## config.mk

```make
export PLATFORM = sky130hd
export DESIGN_NAME = tick_scheduler_with_timeout_alarms
export DESIGN_NICKNAME = d
export VERILOG_FILES = /design/src/rtl/core/tsa_pkg.sv /design/src/rtl/core/tsa_front.sv /design/src/rtl/core/tsa_queue.sv /design/src/rtl/core/tsa_back.sv /design/src/rtl/core/tick_scheduler_with_timeout_alarms.sv
export SDC_FILE = /design/constraint.sdc
export NUM_CORES = 1
export LEC_CHECK = 0
export BUFFER_PORTS_ARGS = -buffer_cell sky130_fd_sc_hd__buf_4
export CAP_MARGIN = 0
export CELL_PAD_IN_SITES_DETAIL_PLACEMENT = 0
export CELL_PAD_IN_SITES_GLOBAL_PLACEMENT = 1
export CORE_ASPECT_RATIO = 0.75
export CORE_MARGIN = 4
export CORE_UTILIZATION = 54
export CTS_CLUSTER_DIAMETER = 120
export CTS_CLUSTER_SIZE = 30
export DETAILED_ROUTE_END_ITERATION = 8
export HOLD_SLACK_MARGIN = 0.12
export PLACE_DENSITY = 0.89
export SLEW_MARGIN = 20
export SYNTH_ARGS = -nofsm -noshare
export SYNTH_HDL_FRONTEND = slang
export SYNTH_SLANG_ARGS = --single-unit
```

## constraint.sdc

```tcl
create_clock -name clk -period 7.2 [get_ports clk]
set_clock_uncertainty 0.2 [all_clocks]
set_input_delay 0.36 -clock clk [delete_from_list [all_inputs] [get_ports clk]]
set_output_delay 0.36 -clock clk [all_outputs]
set_load 0.02 [all_outputs]
```

## src/rtl/core/tsa_pkg.sv

```systemverilog
// Shared types and constants of the tick scheduler with timeout alarms.
package tsa_pkg;

	localparam logic [2:0] OP_TICK   = 3'd0;
	localparam logic [2:0] OP_ARM    = 3'd1;
	localparam logic [2:0] OP_DISARM = 3'd2;
	localparam logic [2:0] OP_LOAD   = 3'd3;
	localparam logic [2:0] OP_READ   = 3'd4;

	localparam logic [1:0] KIND_MSG   = 2'd0;
	localparam logic [1:0] KIND_ALARM = 2'd1;
	localparam logic [1:0] KIND_READ  = 2'd2;

	localparam logic [2:0] SECONDS_CH = 3'd6;

	localparam logic [3:0] TICK_DEST = 4'd1;
	localparam logic [1:0] TICK_CMD  = 2'd0;

	localparam logic [7:0]  HUNDRED       = 8'd100;
	localparam logic [9:0]  THREE_HUNDRED = 10'd300;
	localparam logic [9:0]  FIVE_HUNDRED  = 10'd500;
	localparam logic [10:0] THOUSAND      = 11'd1000;

	localparam logic [2:0] STEP_A    = 3'd2;
	localparam logic [2:0] STEP_B    = 3'd3;
	localparam logic [2:0] STEP_C    = 3'd4;
	localparam logic [2:0] STEP_LAST = 3'd6;
	localparam logic [1:0] STEP_CMD_A    = 2'd0;
	localparam logic [1:0] STEP_CMD_B    = 2'd1;
	localparam logic [1:0] STEP_CMD_C    = 2'd0;
	localparam logic [1:0] STEP_CMD_LAST = 2'd2;

	// Fixed message slots after the alarm slots, in delivery order.
	localparam int FIX_SLOTS = 9;
	localparam logic [3:0] STEP_SLOT = 4'd1;
	localparam logic [3:0] FIX_DEST [FIX_SLOTS] = '{
		4'd6, 4'd7, 4'd2, 4'd8, 4'd3, 4'd10, 4'd13, 4'd6, 4'd12
	};
	localparam logic [1:0] FIX_CMD [FIX_SLOTS] = '{
		2'd1, 2'd0, 2'd0, 2'd0, 2'd0, 2'd0, 2'd0, 2'd0, 2'd0
	};

	// Base slot, fixed slots and read slot beside the alarm slots.
	localparam int EXTRA_SLOTS = FIX_SLOTS + 2;

	localparam int QUEUE_DEPTH = 2;
	localparam int QPW         = $clog2(QUEUE_DEPTH);

	typedef struct packed {
		logic [2:0]  operation;
		logic [2:0]  channel;
		logic [15:0] value;
	} item_t;

	typedef struct packed {
		logic [1:0]  kind;
		logic [3:0]  destination;
		logic [1:0]  command;
		logic [2:0]  alarm_channel;
		logic [31:0] read_value;
		logic        last;
	} result_t;

	typedef struct packed {
		logic [1:0]  step_cmd;
		logic [2:0]  rd_ch;
		logic [31:0] rd_val;
	} job_info_t;

	function automatic logic narrow_ctr(input int idx);
		return (idx >= 1) && (idx <= 3);
	endfunction

endpackage

```

## src/rtl/core/tsa_front.sv

```systemverilog
// Front end: accepts items, updates scheduler state and builds result jobs.
module tsa_front #(
	parameter int A  = 4,
	parameter int F  = 6,
	parameter int NS = A + tsa_pkg::EXTRA_SLOTS
) (
	input  logic                clk,
	input  logic                arst_n,
	input  logic                item_valid,
	output logic                item_stall,
	input  tsa_pkg::item_t      item,
	input  logic                full,
	output logic                push,
	output logic [NS-1:0]       push_pend,
	output tsa_pkg::job_info_t  push_info
);

	localparam int AIW = (A > 1) ? $clog2(A) : 1;
	localparam int CIW = (F > 1) ? $clog2(F) : 1;
	localparam logic [3:0] A_LIM = 4'(A);
	localparam logic [3:0] F_LIM = 4'(F);

	logic [7:0]  cnt_q   [A];
	logic [7:0]  lim_q   [A];
	logic [A-1:0] armed_q;
	logic [15:0] fc_q    [F];
	logic [6:0]  dh_q;
	logic [8:0]  d3_q;
	logic [8:0]  d5_q;
	logic [9:0]  dk_q;
	logic [2:0]  step_q;
	logic [31:0] sec_q;

	logic [7:0]  cnt_d   [A];
	logic [7:0]  lim_d   [A];
	logic [A-1:0] armed_d;
	logic [15:0] fc_d    [F];
	logic [6:0]  dh_d;
	logic [8:0]  d3_d;
	logic [8:0]  d5_d;
	logic [9:0]  dk_d;
	logic [2:0]  step_d;
	logic [31:0] sec_d;

	logic          accept;
	logic [NS-1:0] pend;
	tsa_pkg::job_info_t info;
	logic [7:0]    inc;
	logic [7:0]    h_n;
	logic [9:0]    t_n;
	logic [9:0]    f_n;
	logic [10:0]   k_n;
	logic [2:0]    s_n;
	logic          a_ok;
	logic          c_ok;
	logic [AIW-1:0] ach;
	logic [CIW-1:0] cch;

	assign item_stall = full;
	assign accept     = item_valid && !full;
	assign a_ok       = {1'b0, item.channel} < A_LIM;
	assign c_ok       = {1'b0, item.channel} < F_LIM;
	assign ach        = item.channel[AIW-1:0];
	assign cch        = item.channel[CIW-1:0];

	always_comb begin
		cnt_d   = cnt_q;
		lim_d   = lim_q;
		armed_d = armed_q;
		fc_d    = fc_q;
		dh_d    = dh_q;
		d3_d    = d3_q;
		d5_d    = d5_q;
		dk_d    = dk_q;
		step_d  = step_q;
		sec_d   = sec_q;
		pend    = '0;
		info    = '0;
		inc     = '0;
		s_n     = '0;
		h_n     = {1'b0, dh_q} + 8'd1;
		t_n     = {1'b0, d3_q} + 10'd1;
		f_n     = {1'b0, d5_q} + 10'd1;
		k_n     = {1'b0, dk_q} + 11'd1;
		unique case (item.operation)
			tsa_pkg::OP_TICK: begin
				pend[0] = 1'b1;
				for (int i = 0; i < F; i++) begin
					if (tsa_pkg::narrow_ctr(i)) begin
						fc_d[i] = {8'd0, fc_q[i][7:0] + 8'd1};
					end else begin
						fc_d[i] = fc_q[i] + 16'd1;
					end
				end
				for (int i = 0; i < A; i++) begin
					if (armed_q[i]) begin
						inc      = cnt_q[i] + 8'd1;
						cnt_d[i] = inc;
						if (inc > lim_q[i]) begin
							pend[1 + i] = 1'b1;
							armed_d[i]  = 1'b0;
						end
					end
				end
				if (h_n >= tsa_pkg::HUNDRED) begin
					dh_d        = '0;
					pend[A + 1] = 1'b1;
					s_n         = step_q + 3'd1;
					case (s_n)
						tsa_pkg::STEP_A: begin
							pend[A + 2]   = 1'b1;
							info.step_cmd = tsa_pkg::STEP_CMD_A;
						end
						tsa_pkg::STEP_B: begin
							pend[A + 2]   = 1'b1;
							info.step_cmd = tsa_pkg::STEP_CMD_B;
						end
						tsa_pkg::STEP_C: begin
							pend[A + 2]   = 1'b1;
							info.step_cmd = tsa_pkg::STEP_CMD_C;
						end
						tsa_pkg::STEP_LAST: begin
							pend[A + 2]   = 1'b1;
							info.step_cmd = tsa_pkg::STEP_CMD_LAST;
							s_n           = '0;
						end
						default: ;
					endcase
					step_d = s_n;
				end else begin
					dh_d = h_n[6:0];
				end
				if (t_n >= tsa_pkg::THREE_HUNDRED) begin
					d3_d        = '0;
					pend[A + 3] = 1'b1;
					pend[A + 4] = 1'b1;
				end else begin
					d3_d = t_n[8:0];
				end
				if (f_n >= tsa_pkg::FIVE_HUNDRED) begin
					d5_d        = '0;
					pend[A + 5] = 1'b1;
					pend[A + 6] = 1'b1;
					pend[A + 7] = 1'b1;
				end else begin
					d5_d = f_n[8:0];
				end
				if (k_n >= tsa_pkg::THOUSAND) begin
					dk_d        = '0;
					sec_d       = sec_q + 32'd1;
					pend[A + 8] = 1'b1;
					pend[A + 9] = 1'b1;
				end else begin
					dk_d = k_n[9:0];
				end
			end
			tsa_pkg::OP_ARM: begin
				if (a_ok) begin
					cnt_d[ach]   = '0;
					lim_d[ach]   = item.value[7:0];
					armed_d[ach] = 1'b1;
				end
			end
			tsa_pkg::OP_DISARM: begin
				if (a_ok) begin
					armed_d[ach] = 1'b0;
				end
			end
			tsa_pkg::OP_LOAD: begin
				if (c_ok && item.channel != tsa_pkg::SECONDS_CH) begin
					if (item.channel <= 3'd3) begin
						fc_d[cch] = {8'd0, item.value[7:0]};
					end else begin
						fc_d[cch] = item.value;
					end
				end
			end
			tsa_pkg::OP_READ: begin
				pend[NS - 1] = 1'b1;
				info.rd_ch   = item.channel;
				if (item.channel == tsa_pkg::SECONDS_CH) begin
					info.rd_val = sec_q;
				end else if (c_ok) begin
					info.rd_val = {16'd0, fc_q[cch]};
				end
			end
			default: ;
		endcase
	end

	assign push      = accept && (pend != '0);
	assign push_pend = pend;
	assign push_info = info;

	always_ff @(posedge clk or negedge arst_n) begin
		if (!arst_n) begin
			for (int i = 0; i < A; i++) begin
				cnt_q[i] <= '0;
				lim_q[i] <= '0;
			end
			for (int i = 0; i < F; i++) begin
				fc_q[i] <= '0;
			end
			armed_q <= '0;
			dh_q    <= '0;
			d3_q    <= '0;
			d5_q    <= '0;
			dk_q    <= '0;
			step_q  <= '0;
			sec_q   <= '0;
		end else if (accept) begin
			cnt_q   <= cnt_d;
			lim_q   <= lim_d;
			armed_q <= armed_d;
			fc_q    <= fc_d;
			dh_q    <= dh_d;
			d3_q    <= d3_d;
			d5_q    <= d5_d;
			dk_q    <= dk_d;
			step_q  <= step_d;
			sec_q   <= sec_d;
		end
	end

endmodule

```

## src/rtl/core/tsa_queue.sv

```systemverilog
// Short job queue between the front end and the result sequencer.
module tsa_queue #(
	parameter int W = 8
) (
	input  logic         clk,
	input  logic         arst_n,
	input  logic         push,
	input  logic [W-1:0] push_data,
	input  logic         pop,
	output logic         head_valid,
	output logic [W-1:0] head_data,
	output logic         full
);

	logic [W-1:0]                  slot_q [tsa_pkg::QUEUE_DEPTH];
	logic [tsa_pkg::QPW-1:0]       wr_q;
	logic [tsa_pkg::QPW-1:0]       rd_q;
	logic [tsa_pkg::QPW:0]         count_q;

	localparam logic [tsa_pkg::QPW:0] DEPTH_C = (tsa_pkg::QPW + 1)'(tsa_pkg::QUEUE_DEPTH);

	assign head_valid = count_q != '0;
	assign head_data  = slot_q[rd_q];
	assign full       = count_q == DEPTH_C;

	always_ff @(posedge clk) begin
		if (push) begin
			slot_q[wr_q] <= push_data;
		end
	end

	always_ff @(posedge clk or negedge arst_n) begin
		if (!arst_n) begin
			wr_q    <= '0;
			rd_q    <= '0;
			count_q <= '0;
		end else begin
			if (push) begin
				wr_q <= wr_q + 1'b1;
			end
			if (pop) begin
				rd_q <= rd_q + 1'b1;
			end
			if (push && !pop) begin
				count_q <= count_q + 1'b1;
			end else if (pop && !push) begin
				count_q <= count_q - 1'b1;
			end
		end
	end

endmodule

```

## src/rtl/core/tsa_back.sv

```systemverilog
// Back end: walks a job's pending results and delivers one per transfer.
module tsa_back #(
	parameter int A  = 4,
	parameter int NS = A + tsa_pkg::EXTRA_SLOTS
) (
	input  logic                clk,
	input  logic                arst_n,
	input  logic                job_valid,
	input  logic [NS-1:0]       job_pend,
	input  tsa_pkg::job_info_t  job_info,
	output logic                pop,
	output logic                result_valid,
	input  logic                result_stall,
	output tsa_pkg::result_t    result
);

	localparam int SW = $clog2(NS);
	localparam logic [SW-1:0] ONE_S  = SW'(1);
	localparam logic [SW-1:0] FIX_LO = SW'(A + 1);
	localparam logic [SW-1:0] ALM_HI = SW'(A);
	localparam logic [SW-1:0] RD_S   = SW'(NS - 1);

	logic               busy_q;
	logic [NS-1:0]      pend_q;
	tsa_pkg::job_info_t info_q;
	logic               rv_q;
	tsa_pkg::result_t   res_q;

	logic [NS-1:0]      low;
	logic [NS-1:0]      rest;
	logic [SW-1:0]      idx;
	logic [SW-1:0]      fidx;
	logic [3:0]         f;
	logic               advance;
	logic               emit;
	tsa_pkg::result_t   res_d;

	assign low     = pend_q & (~pend_q + 1'b1);
	assign rest    = pend_q & ~low;
	assign advance = !rv_q || !result_stall;
	assign emit    = busy_q && advance;
	assign pop     = job_valid && (!busy_q || (emit && rest == '0));

	always_comb begin
		idx = '0;
		for (int i = NS - 1; i >= 0; i--) begin
			if (pend_q[i]) begin
				idx = SW'(i);
			end
		end
	end

	assign fidx = idx - FIX_LO;
	assign f    = 4'(fidx);

	always_comb begin
		res_d      = '0;
		res_d.last = rest == '0;
		if (idx == '0) begin
			res_d.kind        = tsa_pkg::KIND_MSG;
			res_d.destination = tsa_pkg::TICK_DEST;
			res_d.command     = tsa_pkg::TICK_CMD;
		end else if (idx <= ALM_HI) begin
			res_d.kind          = tsa_pkg::KIND_ALARM;
			res_d.alarm_channel = 3'(idx - ONE_S);
		end else if (idx == RD_S) begin
			res_d.kind          = tsa_pkg::KIND_READ;
			res_d.alarm_channel = info_q.rd_ch;
			res_d.read_value    = info_q.rd_val;
		end else begin
			res_d.kind        = tsa_pkg::KIND_MSG;
			res_d.destination = tsa_pkg::FIX_DEST[f];
			if (f == tsa_pkg::STEP_SLOT) begin
				res_d.command = info_q.step_cmd;
			end else begin
				res_d.command = tsa_pkg::FIX_CMD[f];
			end
		end
	end

	always_ff @(posedge clk) begin
		if (emit) begin
			res_q <= res_d;
		end
		if (pop) begin
			info_q <= job_info;
		end
	end

	always_ff @(posedge clk or negedge arst_n) begin
		if (!arst_n) begin
			busy_q <= 1'b0;
			pend_q <= '0;
			rv_q   <= 1'b0;
		end else begin
			if (advance) begin
				rv_q <= emit;
			end
			if (pop) begin
				busy_q <= 1'b1;
				pend_q <= job_pend;
			end else if (emit) begin
				busy_q <= rest != '0;
				pend_q <= rest;
			end
		end
	end

	assign result_valid = rv_q;
	assign result       = res_q;

endmodule

```

## src/rtl/core/tick_scheduler_with_timeout_alarms.sv

```systemverilog
// Top level of the tick scheduler with timeout alarms.
//
//   channel  valid         stall         payload
//   input    item_valid    item_stall    item   (tsa_pkg::item_t)
//   output   result_valid  result_stall  result (tsa_pkg::result_t)
//
// The front end takes one item per cycle while the two-entry job queue has room.
// The back end delivers one result per cycle unless the output stalls; a tick with
// n results keeps it busy for all n; results pass the queue, pend_q and res_q in turn.
// Reset clears all counters, alarms, dividers and the seconds count at once.
// A stall on the output holds the result register and backs up into the queue.
module tick_scheduler_with_timeout_alarms #(
	parameter int ALARM_CHANNELS = 4,
	parameter int FREE_COUNTERS  = 6
) (
	input  logic             clk,
	input  logic             arst_n,
	input  logic             item_valid,
	output logic             item_stall,
	input  tsa_pkg::item_t   item,
	output logic             result_valid,
	input  logic             result_stall,
	output tsa_pkg::result_t result
);

	localparam int NS = ALARM_CHANNELS + tsa_pkg::EXTRA_SLOTS;
	localparam int IW = $bits(tsa_pkg::job_info_t);
	localparam int W  = NS + IW;

	logic               full;
	logic               push;
	logic [NS-1:0]      push_pend;
	tsa_pkg::job_info_t push_info;
	logic               pop;
	logic               head_valid;
	logic [W-1:0]       head_data;

	tsa_front #(
		.A  (ALARM_CHANNELS),
		.F  (FREE_COUNTERS),
		.NS (NS)
	) u_front (
		.clk        (clk),
		.arst_n     (arst_n),
		.item_valid (item_valid),
		.item_stall (item_stall),
		.item       (item),
		.full       (full),
		.push       (push),
		.push_pend  (push_pend),
		.push_info  (push_info)
	);

	tsa_queue #(
		.W (W)
	) u_queue (
		.clk        (clk),
		.arst_n     (arst_n),
		.push       (push),
		.push_data  ({push_info, push_pend}),
		.pop        (pop),
		.head_valid (head_valid),
		.head_data  (head_data),
		.full       (full)
	);

	tsa_back #(
		.A  (ALARM_CHANNELS),
		.NS (NS)
	) u_back (
		.clk          (clk),
		.arst_n       (arst_n),
		.job_valid    (head_valid),
		.job_pend     (head_data[NS-1:0]),
		.job_info     (tsa_pkg::job_info_t'(head_data[W-1:NS])),
		.pop          (pop),
		.result_valid (result_valid),
		.result_stall (result_stall),
		.result       (result)
	);

endmodule

```

Word level (Yosys, flattened, before mapping)
Memories as Yosys holds them, arrays and structs flattened.
Index checks and enable logic that the tools add are counted.
{"block": "totals", "reg_bits": 336, "ramBits": 104, "romBits": 96, "output_inout_bits": 46, "mem_count": 3}
{"name": "u_queue.slot_q", "words": 2, "width": 52, "rd": 1, "rd_clocked_by_memory_dff": 0, "write_ports": 1, "line": "tsa_queue.sv:15", "text": "logic [W-1:0] slot_q [tsa_pkg::QUEUE_DEPTH];"}
{"name": "(name not given)", "words": 16, "width": 4, "rd": 1, "rd_clocked_by_memory_dff": 0, "write_ports": 0, "line": "tsa_back.sv:72", "text": "res_d.destination = tsa_pkg::FIX_DEST[f];"}
{"name": "(name not given)", "words": 16, "width": 2, "rd": 1, "rd_clocked_by_memory_dff": 0, "write_ports": 0, "line": "tsa_back.sv:76", "text": "res_d.command = tsa_pkg::FIX_CMD[f];"}
{"block": "classes", "addsub": 23, "magnitude_cmp": 19, "n_eq_ne": 20, "muxes": 92, "n_bitwise": 13, "n_reduce_logical": 44}
{"cell": "bitwise mux 96 bit", "count": 2}
{"cell": "two-way mux 96 bit", "count": 2}
{"cell": "case mux 96 bit (2 select lines)", "count": 1}
{"cell": "two-way mux 4 bit", "count": 19}
{"cell": "two-way mux 35 bit", "count": 2}
{"cell": "two-way mux 16 bit", "count": 4}
{"cell": "two-way mux 32 bit", "count": 2}
{"cell": "case mux 32 bit (2 select lines)", "count": 1}
{"cell": "adder 8 x 1 -> 8 bit (second input constant)", "count": 7}
{"cell": "adder 16 x 1 -> 16 bit (second input constant)", "count": 3}
{"cell": "binary-select mux 16 bit (select 3 bit)", "count": 1}
{"cell": "demux 16 bit (select 3 bit)", "count": 1}
{"cell": "two-way mux 8 bit", "count": 5}
{"cell": "adder 32 x 1 -> 32 bit (second input constant)", "count": 1}
{"cell": "AND 32 bit", "count": 1}
{"cell": "bitwise mux 32 bit", "count": 1}
{"cell": "greater-than comparator 8 bit", "count": 4}
{"cell": "inverter 32 bit", "count": 1}
{"cell": "AND 15 bit", "count": 2}
{"cell": "two-way mux 15 bit", "count": 2}
{"cell": "inverter 15 bit", "count": 2}
{"cell": "nonzero test 15 bit", "count": 2}
{"cell": "two-way mux 1 bit", "count": 24}
{"cell": "two-way mux 2 bit", "count": 11}
{"cell": "other kinds (61)", "count": 110}

Depth between registers and ports, before layout
{"block": "logic_depth", "ltp_word": 23, "ltp_mapped": 12, "depth_no_buf": 10}

Modules after synthesis
Synthesis repeated with hierarchy kept, for this count alone.
{"block": "hier_totals", "cells_unflattened": 2107, "hier_area_um2": 23072.1}
{"module": "tsa_front", "instances": 1, "cells_per_inst": 1593, "area_per_inst_um2": 14447.6}
{"module": "tsa_back", "instances": 1, "cells_per_inst": 336, "area_per_inst_um2": 4431.8}
{"module": "tsa_queue", "instances": 1, "cells_per_inst": 178, "area_per_inst_um2": 4192.8}

Least setup slack after synthesis
Ideal clock, no wire load.
{"block": "synth_path", "path_kind": "reg2reg", "start": "register u_queue.count_q[0] (netlist name)", "end": "memory u_queue.slot_q[0][0] (netlist name) (enable)", "setup_ns": 0.454, "arrival_ns": 2.977, "required_time_ns": 6.546, "setup_slack_ns": 3.570, "stages_incl_launch_ff": 6, "path_buffers": 1, "synth_period_minus_slack_ns": 3.630, "path_cell_list": "dfrtp_1 -> nand2b_1 -> and2_1 -> buf_2 -> nand2_1 -> nor2_1"}
{"block": "synth_via", "elab_chain_cells": 6}
{"element": "start, declared", "line": "tsa_queue.sv:18", "text": "logic [tsa_pkg::QPW:0] count_q;"}
{"element": "start signal, assigned", "line": "tsa_queue.sv:45", "text": "count_q <= count_q + 1'b1;"}
{"element": "start signal, assigned", "line": "tsa_queue.sv:47", "text": "count_q <= count_q - 1'b1;"}
{"element": "== test 2 bit", "line": "tsa_queue.sv:24", "text": "assign full = count_q == DEPTH_C;"}
{"element": "logical NOT 1 bit", "line": "tsa_front.sv:60", "text": "assign accept = item_valid && !full;"}
{"element": "logical AND 1 bit", "line": "tsa_front.sv:60"}
{"element": "logical AND 1 bit", "line": "tsa_front.sv:191", "text": "assign push = accept && (pend != '0);"}
{"element": "two-way mux 1 bit", "line": "tsa_queue.sv:27", "text": "if (push) begin"}
{"element": "two-way mux 1 bit (not written as such)", "line": "tsa_queue.sv:28", "text": "slot_q[wr_q] <= push_data;"}
{"element": "end, declared", "line": "tsa_queue.sv:15"}
Every way passes these cells.

Worst setup path after layout
{"block": "layout_path", "start": "register u_back.pend_q[3]", "end": "register u_back.info_q[25] (netlist name) (enable)"}
{"block": "layout_via", "elab_chain_cells": 9}
{"element": "start, declared", "line": "tsa_back.sv:24", "text": "logic [NS-1:0] pend_q;"}
{"element": "start signal, assigned", "line": "tsa_back.sv:101", "text": "pend_q <= job_pend;"}
{"element": "start signal, assigned", "line": "tsa_back.sv:104", "text": "pend_q <= rest;"}
{"element": "inverter 15 bit", "line": "tsa_back.sv:38", "text": "assign low = pend_q & (~pend_q + 1'b1);"}
{"element": "adder 15 x 1 -> 15 bit", "line": "tsa_back.sv:38"}
{"element": "AND 15 bit", "line": "tsa_back.sv:38"}
{"element": "inverter 15 bit", "line": "tsa_back.sv:39", "text": "assign rest = pend_q & ~low;"}
{"element": "AND 15 bit (*)", "line": "tsa_back.sv:39"}
{"element": "logical NOT 15 bit (*)", "line": "tsa_back.sv:42", "text": "assign pop = job_valid && (!busy_q || (emit && rest == '0));"}
{"element": "logical AND 1 bit (*)", "line": "tsa_back.sv:42"}
{"element": "logical OR 1 bit (*)", "line": "tsa_back.sv:42"}
{"element": "logical AND 1 bit (*)", "line": "tsa_back.sv:42"}
{"element": "via pop", "line": "tick_scheduler_with_timeout_alarms.sv:34", "text": "logic pop;"}
{"element": "end signal, assigned", "line": "tsa_back.sv:86", "text": "info_q <= job_info;"}
{"element": "end, declared", "line": "tsa_back.sv:25", "text": "tsa_pkg::job_info_t info_q;"}
Mark *: on every way through the listed nets, which the timed path passes. The rest lies on a longest branch.
A chain may end at the register's enable or synchronous reset.

==> impl_metrics.ini <==
[global_route]
grtUsageMet2_pct = 35.8
grt_max_degree = 159
grt_util_met3_pct = 2.87
grt_usage_pct = 23.3
gr-total-overflow = 0
grt_pass1_vias = 15162
grt_pass1_wl_mm = 83.1
top_usage_layer = met1
antenna_found_initial = 0
use_met1_pct = 36.1

[timing]
fmax_ghz = 0.280
report.final.slew_viol_count = 0
setup_viol = 0
hold_viol = 0
final.min_clock_period_ns = 3.57
slew_headroom_pct = 26.5
fin_crit_sh_pct = 49.6
worst_slew_pin_slew_ns = 1.09
rsz0062_at_grt = no
layout_setup_ws_ns = 3.63
final.setup.tns_ns = 0

[floorplan]
die_w_um = 240
core_um2 = 39800
num_rows = 63
io_pins = 72
dieArea_um2 = 43800
initial_core_util_pct = 55.0
die_y_um = 182

[synth]
synth_nets = 2118
syn_area_um2 = 21900
synth_flop_cell = dfrtp_1
netlist_instances = 2035
ys_ff_latch = 432
synthArstFlopShare_pct = 59.0
synth-edff-count = 177
synth_cell_types = 85
yosysWarnings = 0
avgSynthCellArea_um2 = 10.8
ys_seq_area_share_pct = 53.4

[clock_tree]
cts_post_setup_buffers_inserted = 0
clk_path_buf_depth = 3
cts_tree = yes
clock_latency_ns = 0.56
path_clk_slew_ns = 0.12
cts_root_buf = clkbuf_16
cts_made_buffers = 18
cts_sinks = 432
cts_max_level = 1

[place]
hpwl_mm = 35.2
io_buffer_count = 71
gp_congestion = 0.871
dp_worst_setup_slack_ns = 3.66

[setup_path]
cp.required_ns = 7.18
critPathArrivalTime_ns = 3.55
r2r_end = u_back.info_q[25]
rr_worst_depth = 6
crit_path_end_kind = flop
r2r_start = u_back.pend_q[3]
critical_path_class = flop to flop
start_kind = flop
cp_max_fo = 42
r2r_setup_slack_ns = 3.63

[final_layout]
syn_to_final_growth_pct = 7.20
nets = 2133
diodes = 0
layout-drive-gt1-share_pct = 11.7

[min_path]
min_path_cells = 4
hold_class = input pin to flop
hold_start = item[20]
hold_end = u_queue.wr_q

[job]
maxCapViolations = 0

[drt]
vias = 16013
drt_iter0_drc = 1674
drt_wl_total_mm = 51.8
vias_per_cell = 6.21
antenna_left = 0
firstDrtPassIters = 6
wl_per_cell_um = 20.1
drc = 0

[pwr]
total_power_mw = 7.35
power.density_nw_per_um2 = 313
power.leakage_nw = 9.71
peakVddDrop_v = 0.000208

[outcome]
status = complete, no violations
-- timing repair --
item,in CTS,in global routing
resized for setup,0,0
hold buffers,19,0
setup endpoints to repair,0,0
endpoints found under the hold margin,174,0
-- critical path, cell delays in order (launching register included) --
cell	delay (ns)
dfrtp_1	0.49
nor4_4	0.51
nand2_1	0.14
maj3_2	0.36
a211oi_4	0.25
a41oi_2	0.42
inv_2	0.79
-- routing by layer --
metal	wire length (um)	up-vias
met1	24200	7923
met2	23600	546
met3	3140	66
li1	-	7478
met5	0	-
met4	974	0
-- cell usage in the layout, fill, tap and decap left out, types with 57 or more instances in the layout --
master	count
and2_1	70
and3_1	65
inv_1	70
dfrtp_1	254
edfxtp_1	177
o21ai_0	129
a21oi_1	127
buf_4	81
nor2_1	146
ha_1	57
mux2_2	77
nand3_1	90
nand2_1	167
-- flip-flops by register name (all words and copies together), names as in the netlist, 10 cells and up --
| signal | count |
|---|---|
| u_queue.slot_q | 96 |
| u_front.sec_q | 32 |
| u_back.info_q | 37 |
| u_back.pend_q | 15 |
| u_front.lim_q | 32 |
| u_front.dk_q | 10 |
| u_front.cnt_q | 32 |
| u_back.result | 44 |
| u_front.fc_q | 96 |
-- final cells by class --
class / instances / area (um^2)
Tap cell: 520 / 651
Sequential cell: 432 / 11700
Clock buffer: 29 / 513
Multi-Input combinational cell: 1423 / 9470
Clock inverter: 1 / 20.0
Fill cell: 3238 / 16300
Inverter: 73 / 274
Timing Repair Buffer: 102 / 833
-- where the power goes --
part           internal (mW)  leakage [nW]  switching, mW  total, mW
Sequential              3.13          4.93          0.489       3.62
Clock                  0.507         0.256          0.765       1.27
Combinational           1.04          4.53           1.42       2.45
-- kinds of logic after synthesis --
| kind of cell | after synthesis | share of synthesized area (%) |
|---|---|---|
| simple gates | 691 | 16.2 |
| fa+ha+maj | 59 | 3.36 |
| flops | 432 | 53.4 |
| compound gates | 482 | 13.9 |
| mux | 124 | 7.03 |
| xor+xnor | 67 | 2.68 |
| buf+inv | 180 | 3.39 |
-- synthesized netlist by cell type, types with 37 or more instances --
cell type | instances | share of area (%)
dfrtp_1 | 255 | 29
edfxtp_1 | 177 | 24
nand2_1 | 167 | 2.9
nor2_1 | 147 | 2.5
a21oi_1 | 129 | 3.0
o21ai_0 | 129 | 3.0
nand3_1 | 90 | 2.1
mux2_2 | 77 | 4.0
inv_1 | 71 | 1.2
and2_1 | 70 | 2.0
and3_1 | 67 | 1.9
clkbuf_1 | 66 | 1.1
ha_1 | 57 | 3.3
xor2_1 | 45 | 1.8
nor3_1 | 37 | 0.85
o22ai_1 | 37 | 1.1
-- per-stage QoR --
step | cells | instance area, um^2 | util, % | hold WS, ns
floorplan | 2035 | 21900 | - | -0.136
global placement | 2531 | 22700 | 57.1 | 0.255
detailed placement | 2531 | 22700 | 57.1 | 0.265
CTS | 2580 | 23500 | 58.9 | 0.166
global route | 2580 | 23500 | 58.9 | 0.215
finish | 2580 | 23500 | 58.9 | 0.187
-- how the worst max path moves through the flow --
| stage | to | depth (start not counted) | startpoint | slack [ns] |
|---|---|---|---|---|
| 2_1_floorplan | u_queue.slot_q[0][0] | 5 | u_queue.count_q[0] | 3.57 |
| 3_3_place_gp | u_back.info_q[21] | 6 | u_back.pend_q[3] | 3.78 |
| 3_5_place_dp | u_back.pend_q[9] | 8 | u_back.pend_q[3] | 3.66 |
| 4_1_cts | u_back.pend_q[11] | 8 | u_back.pend_q[3] | 3.63 |
| 5_1_grt | u_back.pend_q[11] | 8 | u_back.pend_q[3] | 3.32 |
| 6_report | u_back.info_q[25] | 6 | u_back.pend_q[3] | 3.63 |
Note: power is estimated with default switching activity, not from simulation.
